## config.mk

```make
export PLATFORM = sky130hd
export DESIGN_NAME = wildcard_byte_pattern_scanner
export DESIGN_NICKNAME = d
export VERILOG_FILES = /design/src/wbps_pkg.sv /design/src/wildcard_byte_pattern_scanner.sv
export SDC_FILE = /design/constraint.sdc
export NUM_CORES = 2
export LEC_CHECK = 0
export ABC_AREA = 1
export ABC_CLOCK_PERIOD_IN_PS = 15600
export BUFFER_PORTS_ARGS = -buffer_cell sky130_fd_sc_hd__clkbuf_2
export CAP_MARGIN = 0
export CORE_MARGIN = 3
export CORE_UTILIZATION = 40
export CTS_BUF_LIST = sky130_fd_sc_hd__clkbuf_4
export DETAILED_ROUTE_END_ITERATION = 7
export GPL_TIMING_DRIVEN = 0
export HOLD_SLACK_MARGIN = 0.12
export SETUP_SLACK_MARGIN = 0.05
export SYNTH_ARGS = -nofsm -noshare
export SYNTH_HDL_FRONTEND = slang
export SYNTH_SLANG_ARGS = --single-unit
```

## constraint.sdc

```tcl
create_clock -name clk -period 15.6 [get_ports clk]
set_input_delay 0.78 -clock clk [delete_from_list [all_inputs] [get_ports clk]]
set_output_delay 0.78 -clock clk [all_outputs]
set_load 0.03 [all_outputs]
```

## src/wbps_pkg.sv

```systemverilog
// Shared constants and register map for the wildcard byte pattern scanner.
`default_nettype none

package wbps_pkg;

  localparam int PATTERN_MAX_DEF   = 16;
  localparam int POSITION_BITS_DEF = 32;
  localparam int PAT_BYTES         = 16;
  localparam int LEN_W             = 5;
  localparam int INDEX_W           = 32;
  localparam int OFFSET_W          = 34;
  localparam int APB_DATA_W        = 64;
  localparam int APB_ADDR_W        = 6;
  localparam int TDATA_IN_W        = 8;
  localparam int TDATA_OUT_W       = 72;

  typedef enum logic [2:0] {
    REG_PATTERN_LOW     = 3'd0,
    REG_PATTERN_HIGH    = 3'd1,
    REG_PATTERN_LENGTH  = 3'd2,
    REG_WILDCARD_BYTE   = 3'd3,
    REG_SEARCH_COUNT    = 3'd4,
    REG_REVERSE_MODE    = 3'd5,
    REG_RELATIVE_OFFSET = 3'd6
  } cfg_reg_t;

endpackage

`default_nettype wire

```

## src/wildcard_byte_pattern_scanner.sv

```systemverilog
// Wildcard byte pattern scanner: history shift register, parallel comparators, result register.
// Path of a beat: history and stage-1 registers, then the result register.
// Throughput: one input beat per cycle unless the output stalls; the comparator bank over
// the history register checks the window ending at each byte in the cycle after it is taken.
// Reset (rst, synchronous): clears registers to their defaults, the history, the
// position and the done flag, and empties both pipeline stages.
`default_nettype none

module wildcard_byte_pattern_scanner #(
  parameter int PATTERN_MAX   = wbps_pkg::PATTERN_MAX_DEF,
  parameter int POSITION_BITS = wbps_pkg::POSITION_BITS_DEF
) (
  input  wire                                 clk,
  input  wire                                 rst,
  input  wire                                 s_tvalid,
  output logic                                s_tready,
  input  wire  [wbps_pkg::TDATA_IN_W-1:0]     s_tdata,   // [7:0] data_byte
  input  wire                                 s_tlast,   // last_byte
  output logic                                m_tvalid,
  input  wire                                 m_tready,
  output logic [wbps_pkg::TDATA_OUT_W-1:0]    m_tdata,   // [31:0] found_index,
                                                         // [65:32] address_offset, [71:66] zero
  output logic                                m_tuser,   // match_found
  input  wire                                 psel,
  input  wire                                 penable,
  input  wire                                 pwrite,
  input  wire  [wbps_pkg::APB_ADDR_W-1:0]     paddr,
  input  wire  [wbps_pkg::APB_DATA_W-1:0]     pwdata,
  output logic [wbps_pkg::APB_DATA_W-1:0]     prdata,
  output logic                                pready
);
  import wbps_pkg::*;

  localparam int POS_W   = POSITION_BITS + 1;
  localparam int IDX_EXT = (POSITION_BITS > OFFSET_W) ? POSITION_BITS : OFFSET_W;

  logic [63:0]              pattern_low;
  logic [63:0]              pattern_high;
  logic [LEN_W-1:0]         pattern_length;
  logic [7:0]               wildcard_byte;
  logic [31:0]              search_count;
  logic                     reverse_mode;
  logic [31:0]              relative_offset;

  logic [7:0]               hist [PATTERN_MAX];
  logic [POS_W-1:0]         pos;
  logic                     s1_valid;
  logic                     s1_last;
  logic [POS_W-1:0]         s1_pos;
  logic                     done;
  logic                     out_valid;
  logic                     out_found;
  logic [INDEX_W-1:0]       out_index;
  logic [OFFSET_W-1:0]      out_offset;

  logic                     cfg_write;
  cfg_reg_t                 cfg_sel;
  logic                     s_accept;
  logic [7:0]               pat [PATTERN_MAX];
  logic [PATTERN_MAX:0]     hit_by_len;
  logic [LEN_W-1:0]         len;
  logic                     win_hit;
  logic [POS_W-1:0]         len_m1;
  logic [POS_W-1:0]         start;
  logic [POSITION_BITS-1:0] size;
  logic                     in_range;
  logic                     hit;
  logic                     produce;
  logic                     s1_go;
  logic [POSITION_BITS-1:0] idx;
  logic [IDX_EXT-1:0]       idx_w;
  logic [OFFSET_W-1:0]      sum;
  logic [OFFSET_W-1:0]      ofs;

  // configuration port
  assign pready    = 1'b1;
  assign cfg_write = psel & penable & pwrite & pready;
  assign cfg_sel   = cfg_reg_t'(paddr[APB_ADDR_W-1:3]);

  always_ff @(posedge clk) begin
    if (rst) begin
      pattern_low     <= '0;
      pattern_high    <= '0;
      pattern_length  <= LEN_W'(1);
      wildcard_byte   <= '0;
      search_count    <= '0;
      reverse_mode    <= 1'b0;
      relative_offset <= '0;
    end else if (cfg_write) begin
      case (cfg_sel)
        REG_PATTERN_LOW:     pattern_low     <= pwdata;
        REG_PATTERN_HIGH:    pattern_high    <= pwdata;
        REG_PATTERN_LENGTH:  pattern_length  <= pwdata[LEN_W-1:0];
        REG_WILDCARD_BYTE:   wildcard_byte   <= pwdata[7:0];
        REG_SEARCH_COUNT:    search_count    <= pwdata[31:0];
        REG_REVERSE_MODE:    reverse_mode    <= pwdata[0];
        REG_RELATIVE_OFFSET: relative_offset <= pwdata[31:0];
        default: ;
      endcase
    end
  end

  always_comb begin
    case (cfg_sel)
      REG_PATTERN_LOW:     prdata = pattern_low;
      REG_PATTERN_HIGH:    prdata = pattern_high;
      REG_PATTERN_LENGTH:  prdata = {{(APB_DATA_W-LEN_W){1'b0}}, pattern_length};
      REG_WILDCARD_BYTE:   prdata = {56'd0, wildcard_byte};
      REG_SEARCH_COUNT:    prdata = {32'd0, search_count};
      REG_REVERSE_MODE:    prdata = {63'd0, reverse_mode};
      REG_RELATIVE_OFFSET: prdata = {32'd0, relative_offset};
      default:             prdata = '0;
    endcase
  end

  // input stage: history shift register and byte position
  assign s_accept = s_tvalid & s_tready;

  always_ff @(posedge clk) begin
    if (rst) begin
      for (int k = 0; k < PATTERN_MAX; k++) begin
        hist[k] <= '0;
      end
      pos      <= '0;
      s1_valid <= 1'b0;
      s1_last  <= 1'b0;
      s1_pos   <= '0;
    end else begin
      if (s_accept) begin
        for (int k = PATTERN_MAX - 1; k > 0; k--) begin
          hist[k] <= s1_last ? 8'd0 : hist[k-1];
        end
        hist[0]  <= s_tdata[7:0];
        s1_last  <= s_tlast;
        s1_pos   <= pos;
        if (s_tlast) begin
          pos <= '0;
        end else if (pos != {POS_W{1'b1}}) begin
          pos <= pos + POS_W'(1);
        end
      end
      if (s_accept) begin
        s1_valid <= 1'b1;
      end else if (s1_go) begin
        s1_valid <= 1'b0;
      end
    end
  end

  // comparator bank
  always_comb begin
    for (int j = 0; j < PATTERN_MAX; j++) begin
      if (j < PAT_BYTES / 2) begin
        pat[j] = pattern_low[8*j +: 8];
      end else if (j < PAT_BYTES) begin
        pat[j] = pattern_high[8*(j-PAT_BYTES/2) +: 8];
      end else begin
        pat[j] = 8'd0;
      end
    end
  end

  always_comb begin
    hit_by_len[0] = 1'b0;
    for (int l = 1; l <= PATTERN_MAX; l++) begin
      hit_by_len[l] = 1'b1;
      for (int j = 0; j < l; j++) begin
        if (pat[j] != wildcard_byte && pat[j] != hist[l-1-j]) begin
          hit_by_len[l] = 1'b0;
        end
      end
    end
  end

  always_comb begin
    if (int'(pattern_length) > PATTERN_MAX) begin
      len = LEN_W'(PATTERN_MAX);
    end else begin
      len = pattern_length;
    end
    win_hit = 1'b0;
    for (int l = 1; l <= PATTERN_MAX; l++) begin
      if (int'(len) == l) begin
        win_hit = hit_by_len[l];
      end
    end
  end

  assign size     = POSITION_BITS'(search_count);
  assign len_m1   = POS_W'(len) - POS_W'(1);
  assign start    = s1_pos - len_m1;
  assign in_range = reverse_mode ? (start <= {1'b0, size}) : (start < {1'b0, size});
  assign hit      = !done && (len != '0) && (size != '0) && (s1_pos >= len_m1)
                    && in_range && win_hit;
  assign produce  = hit || (s1_last && !done);
  assign s1_go    = s1_valid && (!produce || !out_valid || m_tready);
  assign s_tready = !s1_valid || s1_go;

  assign idx   = reverse_mode ? (size - start[POSITION_BITS-1:0]) : start[POSITION_BITS-1:0];
  assign idx_w = IDX_EXT'(idx);
  assign sum   = idx_w[OFFSET_W-1:0] + OFFSET_W'(relative_offset);
  assign ofs   = reverse_mode ? (OFFSET_W'(0) - sum) : sum;

  // result register
  always_ff @(posedge clk) begin
    if (rst) begin
      done      <= 1'b0;
      out_valid <= 1'b0;
    end else begin
      if (s1_go) begin
        done <= s1_last ? 1'b0 : (done | hit);
      end
      if (s1_go && produce) begin
        out_valid <= 1'b1;
      end else if (m_tready) begin
        out_valid <= 1'b0;
      end
    end
  end

  always_ff @(posedge clk) begin
    if (s1_go && produce) begin
      out_found  <= hit;
      out_index  <= hit ? idx_w[INDEX_W-1:0] : '0;
      out_offset <= hit ? ofs : '0;
    end
  end

  assign m_tvalid = out_valid;
  assign m_tuser  = out_found;
  assign m_tdata  = {{(TDATA_OUT_W-INDEX_W-OFFSET_W){1'b0}}, out_offset, out_index};

endmodule

`default_nettype wire

```

**After elaboration in Yosys (flattened, before gate mapping)**

Memory sizes are Yosys's and may differ from the RTL's.
Index checks and enable logic that the tools add are counted.

- $add $sub $neg: 6
- Magnitude comparators: 4
- Equality and inequality tests: 175
- Mux-type cells: 200
- Bitwise gates (word level): 20
- Reductions and logical operators: 166

Operators by type and width:

| operator | number |
|---|---|
| $ne A8 B8 Y1 | 152 |
| $pmux W64 S7 | 1 |
| $mux W8 | 31 |
| $mux W1 | 163 |
| $logic_and A1 B1 Y1 | 144 |
| $mux W33 | 2 |
| $eq A5 B5 Y1 const B | 9 |
| $mux W34 | 1 |
| $sub A1 B33 Y34 const A | 1 |
| $add A32 B32 Y33 | 1 |
| $add A33 B1 Y33 const B | 1 |
| $ge A33 B33 Y1 | 1 |
| $le A33 B32 Y1 | 1 |
| $lt A33 B32 Y1 | 1 |
| $ne A33 B33 Y1 const B | 1 |
| $sub A33 B33 Y33 | 1 |
| $mux W32 | 1 |
| $reduce_bool A32 Y1 | 1 |
| $sub A32 B32 Y32 | 1 |
| $eq A5 B4 Y1 const B | 4 |
| $or A1 B1 Y1 | 17 |
| $reduce_and A2 Y1 | 8 |
| $eq A5 B3 Y1 const B | 2 |
| $eq A3 B3 Y1 const B | 3 |
| 12 further kinds | 23 |

- Register bits after elaboration: 343
- Memory bits (writable): 128
- Input bits: 86
- Word-level logic and storage cells: 588
- Memories kept: 1

Memory list:

| memory | depth | width | rd ports | clocked after memory_dff | wr ports | RTL line | source |
|---|---|---|---|---|---|---|---|
| hist | 16 | 8 | 16 | 0 | 16 | wildcard_byte_pattern_scanner.sv:45 | `logic [7:0] hist [PATTERN_MAX];` |

**Depth between registers and ports, before layout**

An unclocked memory read counts as a cell.

- Word-level depth: 32
- Gate-level depth with buffers: 53

**Least setup slack after synthesis**

Ideal clock, no wire load.

- Path kind: register to register
- Start: register pattern_length[4]
- End: memory hist[0][0], enable pin
- Arrival time: 8.041 ns
- Required time: 14.488 ns
- Slack: 6.447 ns
- Cell stages (with the launch flop): 35
- Buffers on the path: 3
- Clock period less this slack: 9.153 ns
- Cells stage by stage: dfxtp_1 clkbuf_1 nor2_1 nor3_1 nand2_1 ha_1 nand2_1 nor2_1 nand2_1 nand2_1 a21oi_1 o21bai_1 a21boi_1 o21ai_0 a21boi_1 o21ai_0 a21boi_1 o21ai_1 a21oi_1 o21ai_1 xor2_1 inv_1 ha_1 nand3_1 or4_1 o22ai_1 nand2_1 nor2_1 nand2_2 nand2_4 nand3_4 buf_6 nand2_8 buf_8 nand2_1

RTL lines:

| what | RTL line | source |
|---|---|---|
| start: declaration | wildcard_byte_pattern_scanner.sv:39 | `logic [LEN_W-1:0] pattern_length;` |
| start signal: assignment | wildcard_byte_pattern_scanner.sv:93 | `REG_PATTERN_LENGTH: pattern_length <= pwdata[LEN_W-1:0];` |
| end: declaration | wildcard_byte_pattern_scanner.sv:45 |  |

**Final worst setup path**

- Start: register pattern_length[4]
- End: output port s_tready

- Word-level cells in the longest chain between the ends: 26
- Elaborated cells between the ends (all ways): 52
- Classes of those cells: 2 x add/sub; 4 x order compare; 16 x eq/ne; 18 x mux; 12 x reduce/logical

RTL lines:

| what | RTL line | source |
|---|---|---|
| $gt A5 B5 Y1 | wildcard_byte_pattern_scanner.sv:176 | `if (int'(pattern_length) > PATTERN_MAX) begin` |
| $mux W5 * | wildcard_byte_pattern_scanner.sv:176 |  |
| branches (longest 17 deep; another with $sub A33 B33 Y33) | - |  |
| $logic_and A1 B1 Y1 * | wildcard_byte_pattern_scanner.sv:194 | `&& in_range && win_hit;` |
| $logic_or A1 B1 Y1 * | wildcard_byte_pattern_scanner.sv:195 | `assign produce = hit \|\| (s1_last && !done);` |
| $logic_not A1 Y1 * | wildcard_byte_pattern_scanner.sv:196 | `assign s1_go = s1_valid && (!produce \|\| !out_valid \|\| m_tready);` |
| $logic_or A1 B1 Y1 * (2 in series) | wildcard_byte_pattern_scanner.sv:196 |  |
| $logic_and A1 B1 Y1 * | wildcard_byte_pattern_scanner.sv:196 |  |
| $logic_or A1 B1 Y1 * | wildcard_byte_pattern_scanner.sv:197 | `assign s_tready = !s1_valid \|\| s1_go;` |
| end: declaration | wildcard_byte_pattern_scanner.sv:16 | `output logic s_tready,` |

Mark *: on every way between the ends.

==> results_dict.tcl <==
set metrics [dict create \
    cap_viol_max_count 0 \
    clkLatencyLatePin_ns 1.13 \
    critPathMostFrequentCell "sky130_fd_sc_hd__nand2_1" \
    die-area_sq_mm 0.109 \
    synth_top_cell_area_share_pct 15.0 \
    synth_seq_area_share_pct 27.2 \
    timing.critical_path.from "pattern_length[4]$_SDFFE_PP0P_" \
    power.leakage_uw 0.0195 \
    hold_slack_final_ns 0.210 \
    r2r_start "pattern_length[4]$_SDFFE_PP0P_" \
    core.rowCount 118 \
    asyncSetResetFlopFracSynth_pct 0 \
    min_period_ns 9.83 \
    critPathLaunchType "flip-flop" \
    worst-endpoint-required_ns 14.82 \
    hold_path_startpoint "pwdata[2]" \
    place_hpwl_mm 161 \
    p_comb_share_pct 35.1 \
    cp_top_family "simple AND/OR/NAND/NOR gates" \
    multi_input_comb_area_sq_mm 0.0262 \
    post-route-drc-count 10 \
    dp.cells 7542 \
    grt_antenna_before_repair 12 \
    sequentialPowerShare_pct 32.8 \
    tritoncts_num_sinks 471 \
    max_stage_delay_ns 0.74 \
    synth_area_leader_cell "sky130_fd_sc_hd__xnor2_1" \
    area.growth.synth_to_final_pct 13.3 \
    globalRouteTotalUtil_pct 38.2 \
    crit_type "reg2out" \
    critical_path_arrival_ns 9.05 \
    cts-htree-levels 4 \
    final-instance-count-excl-fill 7877 \
    final_min_period_over_clock_period_pct 63.0 \
    cts_tree "done" \
    synth-edff-count 195 \
    cts_root_buf "sky130_fd_sc_hd__clkbuf_4" \
    route.detailed.wl_per_inst_um 27.3 \
    powerDensity_mw_per_mm2 86.8 \
    setup_tns_ns 0 \
    slew_headroom_pct 1.72 \
    critical_path.endpoint_type "output port" \
    fp.coreArea_sq_mm 0.104 \
    synth_area_sq_mm 0.0419 \
    dr_vias 46400 \
    numCtsBuffers 144 \
    floorplan.initialDensity_pct 40.4 \
    global_route.overflow_total 0 \
    io_buffers 212 \
    p_sw_uw 1660 \
    cts_hold_buffers 75 \
    p_int_uw 2460 \
    post_synth_inst_count 5941 \
    drt_pre_antenna_iters 8 \
    critical_path_buf_inv_count 5 \
    fillerInstances 10800 \
    final_wirelength_mm 215 \
    irDropWorstVdd_v 0.0000601 \
    synth-main-ff-cell "sky130_fd_sc_hd__dfxtp_1" \
    setup_viol 0 \
    storage_cell_area_sq_mm 0.0114 \
    failed_checks "design-rule violations" \
    finalWeightedCongestion 1.05 \
    cpMaxStageDelayCell "sky130_fd_sc_hd__nand2_1" \
    pin_count 226 \
    number_of_failing_hold_endpoints_at_the_final_stage 0 \
    maximum_number_of_pins_on_one_net_before_global_route_repair 62 \
    max_slew.worst_pin.slew_ns 1.47 \
    path_type_of_the_worst_min_delay_path "in2reg" \
    grt_pass1_vias 42400 \
    fin_skew_ns 0.0769 \
    worstPathMaxFanout 29 \
    max-clock-path-buffers 3 \
    fp.dieW_um 330 \
    max_freq_ghz 0.102 \
    report.final.slew_viol_count 0 \
    synthesis.area_per_instance_sq_um 7.05 \
    cts.clk_slew.worst_paths_ns 0.08 \
    post_synth_num_cell_types 68 \
    first_iter_violations 6323 \
    grt_setup_unrepaired "false" \
    ys_top_cells_by_area "sky130_fd_sc_hd__xnor2_1, sky130_fd_sc_hd__edfxtp_1, sky130_fd_sc_hd__dfxtp_1, sky130_fd_sc_hd__nand2_1, sky130_fd_sc_hd__nand4_1" \
    post-cts-setup-buffer-count 0 \
    ctsResizeCount 0 \
    drive_gt1_share_pct 11.7 \
    p_sw_share_pct 40.3 \
    routed_via_density 5.89 \
    yosys_warnings 0 \
    pwr-share-clk_pct 32.2 \
    die-height_um 330 \
    post_detailed_route_count_of_antenna_violating_nets 0 \
    postSynthRegisterBits 471 \
    status "finished, violations left" \
    finalNetCount 6614 \
    grt_pass1_wl_mm 301 \
]
[placed cells by master (no fill, tap or decap), types with 195 or more instances in the layout]
cell type and n:
sky130_fd_sc_hd__xnor2_1 716, sky130_fd_sc_hd__nor2_1 474, sky130_fd_sc_hd__xor2_1 240, sky130_fd_sc_hd__clkbuf_4 204
sky130_fd_sc_hd__clkbuf_2 213, sky130_fd_sc_hd__o21ai_0 347, sky130_fd_sc_hd__nand4_1 378, sky130_fd_sc_hd__a21oi_1 345
sky130_fd_sc_hd__clkbuf_1 197, sky130_fd_sc_hd__nand2_1 1312, sky130_fd_sc_hd__dfxtp_1 276, sky130_fd_sc_hd__edfxtp_1 195
sky130_fd_sc_hd__inv_1 530
[path summary, 6_finish.rpt]
check | slack, ns | depth (start not counted) | to
worst max-delay path | 5.77 | 37 | s_tready
worst min-delay path | 0.21 | 3 | search_count[2]$_SDFFE_PP0P_
worst min register to register | 0.47 | 2 | done$_SDFFE_PP0P_
worst max register to register | 6.54 | 40 | hist[1][2]$_SDFFCE_PP0P_
[state kept, by name, indices dropped and copies added, names as in the netlist]
register and flops:
s1_last 1, pos 33, pattern_length 5, m_tvalid 1
s1_valid 1, pattern_low 64, done 1, wildcard_byte 8
hist 128, m_tuser 1, relative_offset 32, search_count 32
reverse_mode 1, out_index 32, out_offset 34, pattern_high 64
s1_pos 33
[power groups by stage]
stage	clock network (uW)	registers [uW]	logic (uW)
2_1_floorplan	0	1380	905
3_3_place_gp	0	1380	1360
3_5_place_dp	0	1380	1370
4_1_cts	1340	1350	1390
5_1_grt	1400	1350	1540
6_report	1330	1350	1440
[kinds of logic after synthesis]
logic type	share of synthesized area (%)
and+or+nand+nor	24.9
buffers and inverters	10.5
xor gates and xnor gates	20.0
AOI/OAI and AO/OA	13.0
DFF	27.2
adders and majority gates	4.38
other	0.0179
[metal layers]
layer  track usage (%)  up-vias  routed length (um)
met5             0.311        -                  81
met3              10.5      883               25100
met2              56.6     3268               89100
li1                  -    20500                   -
met4              25.8        8               17200
met1              48.4    21800               83400
[stage by stage]
stage	total power (uW)	utilization, %	cell area [sq um]	worst slack (ns)
final	4120	45.7	47500	5.77
after global routing	4290	45.7	47500	5.02
after CTS	4080	45.7	47400	5.76
after detailed placement	2740	43.2	44800	6.73
after global placement	2740	43.1	44700	2.92
after floorplan	2280	-	41900	6.45
[synthesized netlist by cell type, types with 9 or more instances]
master                      count
sky130_fd_sc_hd__nand2_1     1313
sky130_fd_sc_hd__xnor2_1      716
sky130_fd_sc_hd__inv_1        531
sky130_fd_sc_hd__nor2_1       474
sky130_fd_sc_hd__nand4_1      378
sky130_fd_sc_hd__o21ai_0      347
sky130_fd_sc_hd__a21oi_1      345
sky130_fd_sc_hd__dfxtp_1      276
sky130_fd_sc_hd__xor2_1       240
sky130_fd_sc_hd__clkbuf_1     197
sky130_fd_sc_hd__edfxtp_1     195
sky130_fd_sc_hd__buf_2        169
sky130_fd_sc_hd__ha_1         142
sky130_fd_sc_hd__nand3_1       96
sky130_fd_sc_hd__buf_1         68
sky130_fd_sc_hd__o41ai_1       63
sky130_fd_sc_hd__o22ai_1       38
sky130_fd_sc_hd__nor3_1        31
sky130_fd_sc_hd__o2111ai_1     31
sky130_fd_sc_hd__nand3_2       29
sky130_fd_sc_hd__o21ai_2       28
sky130_fd_sc_hd__buf_6         23
sky130_fd_sc_hd__o21ai_1       20
sky130_fd_sc_hd__buf_4         17
sky130_fd_sc_hd__inv_2         17
sky130_fd_sc_hd__clkinv_1      16
sky130_fd_sc_hd__o31ai_1       16
sky130_fd_sc_hd__nor4_1        15
sky130_fd_sc_hd__or2_2          9
[tightest hold or removal path, cell delays in order]
cell,delay (ns)
sky130_fd_sc_hd__clkbuf_2,0.24
sky130_fd_sc_hd__o21ai_0,0.22
sky130_fd_sc_hd__a21oi_1,0.05
[cell type report]
class	count	share of cell area, %
diodes	11	0.0580
plain buffers	478	4.80
clock buffers	204	3.23
clock inverters	45	0.709
inverters	565	4.47
multi-input cells	4432	55.1
flip-flops and latches	471	24.0
well taps	1380	3.64
repair buffers	291	3.99
Note: power is estimated with default switching activity, not from simulation.
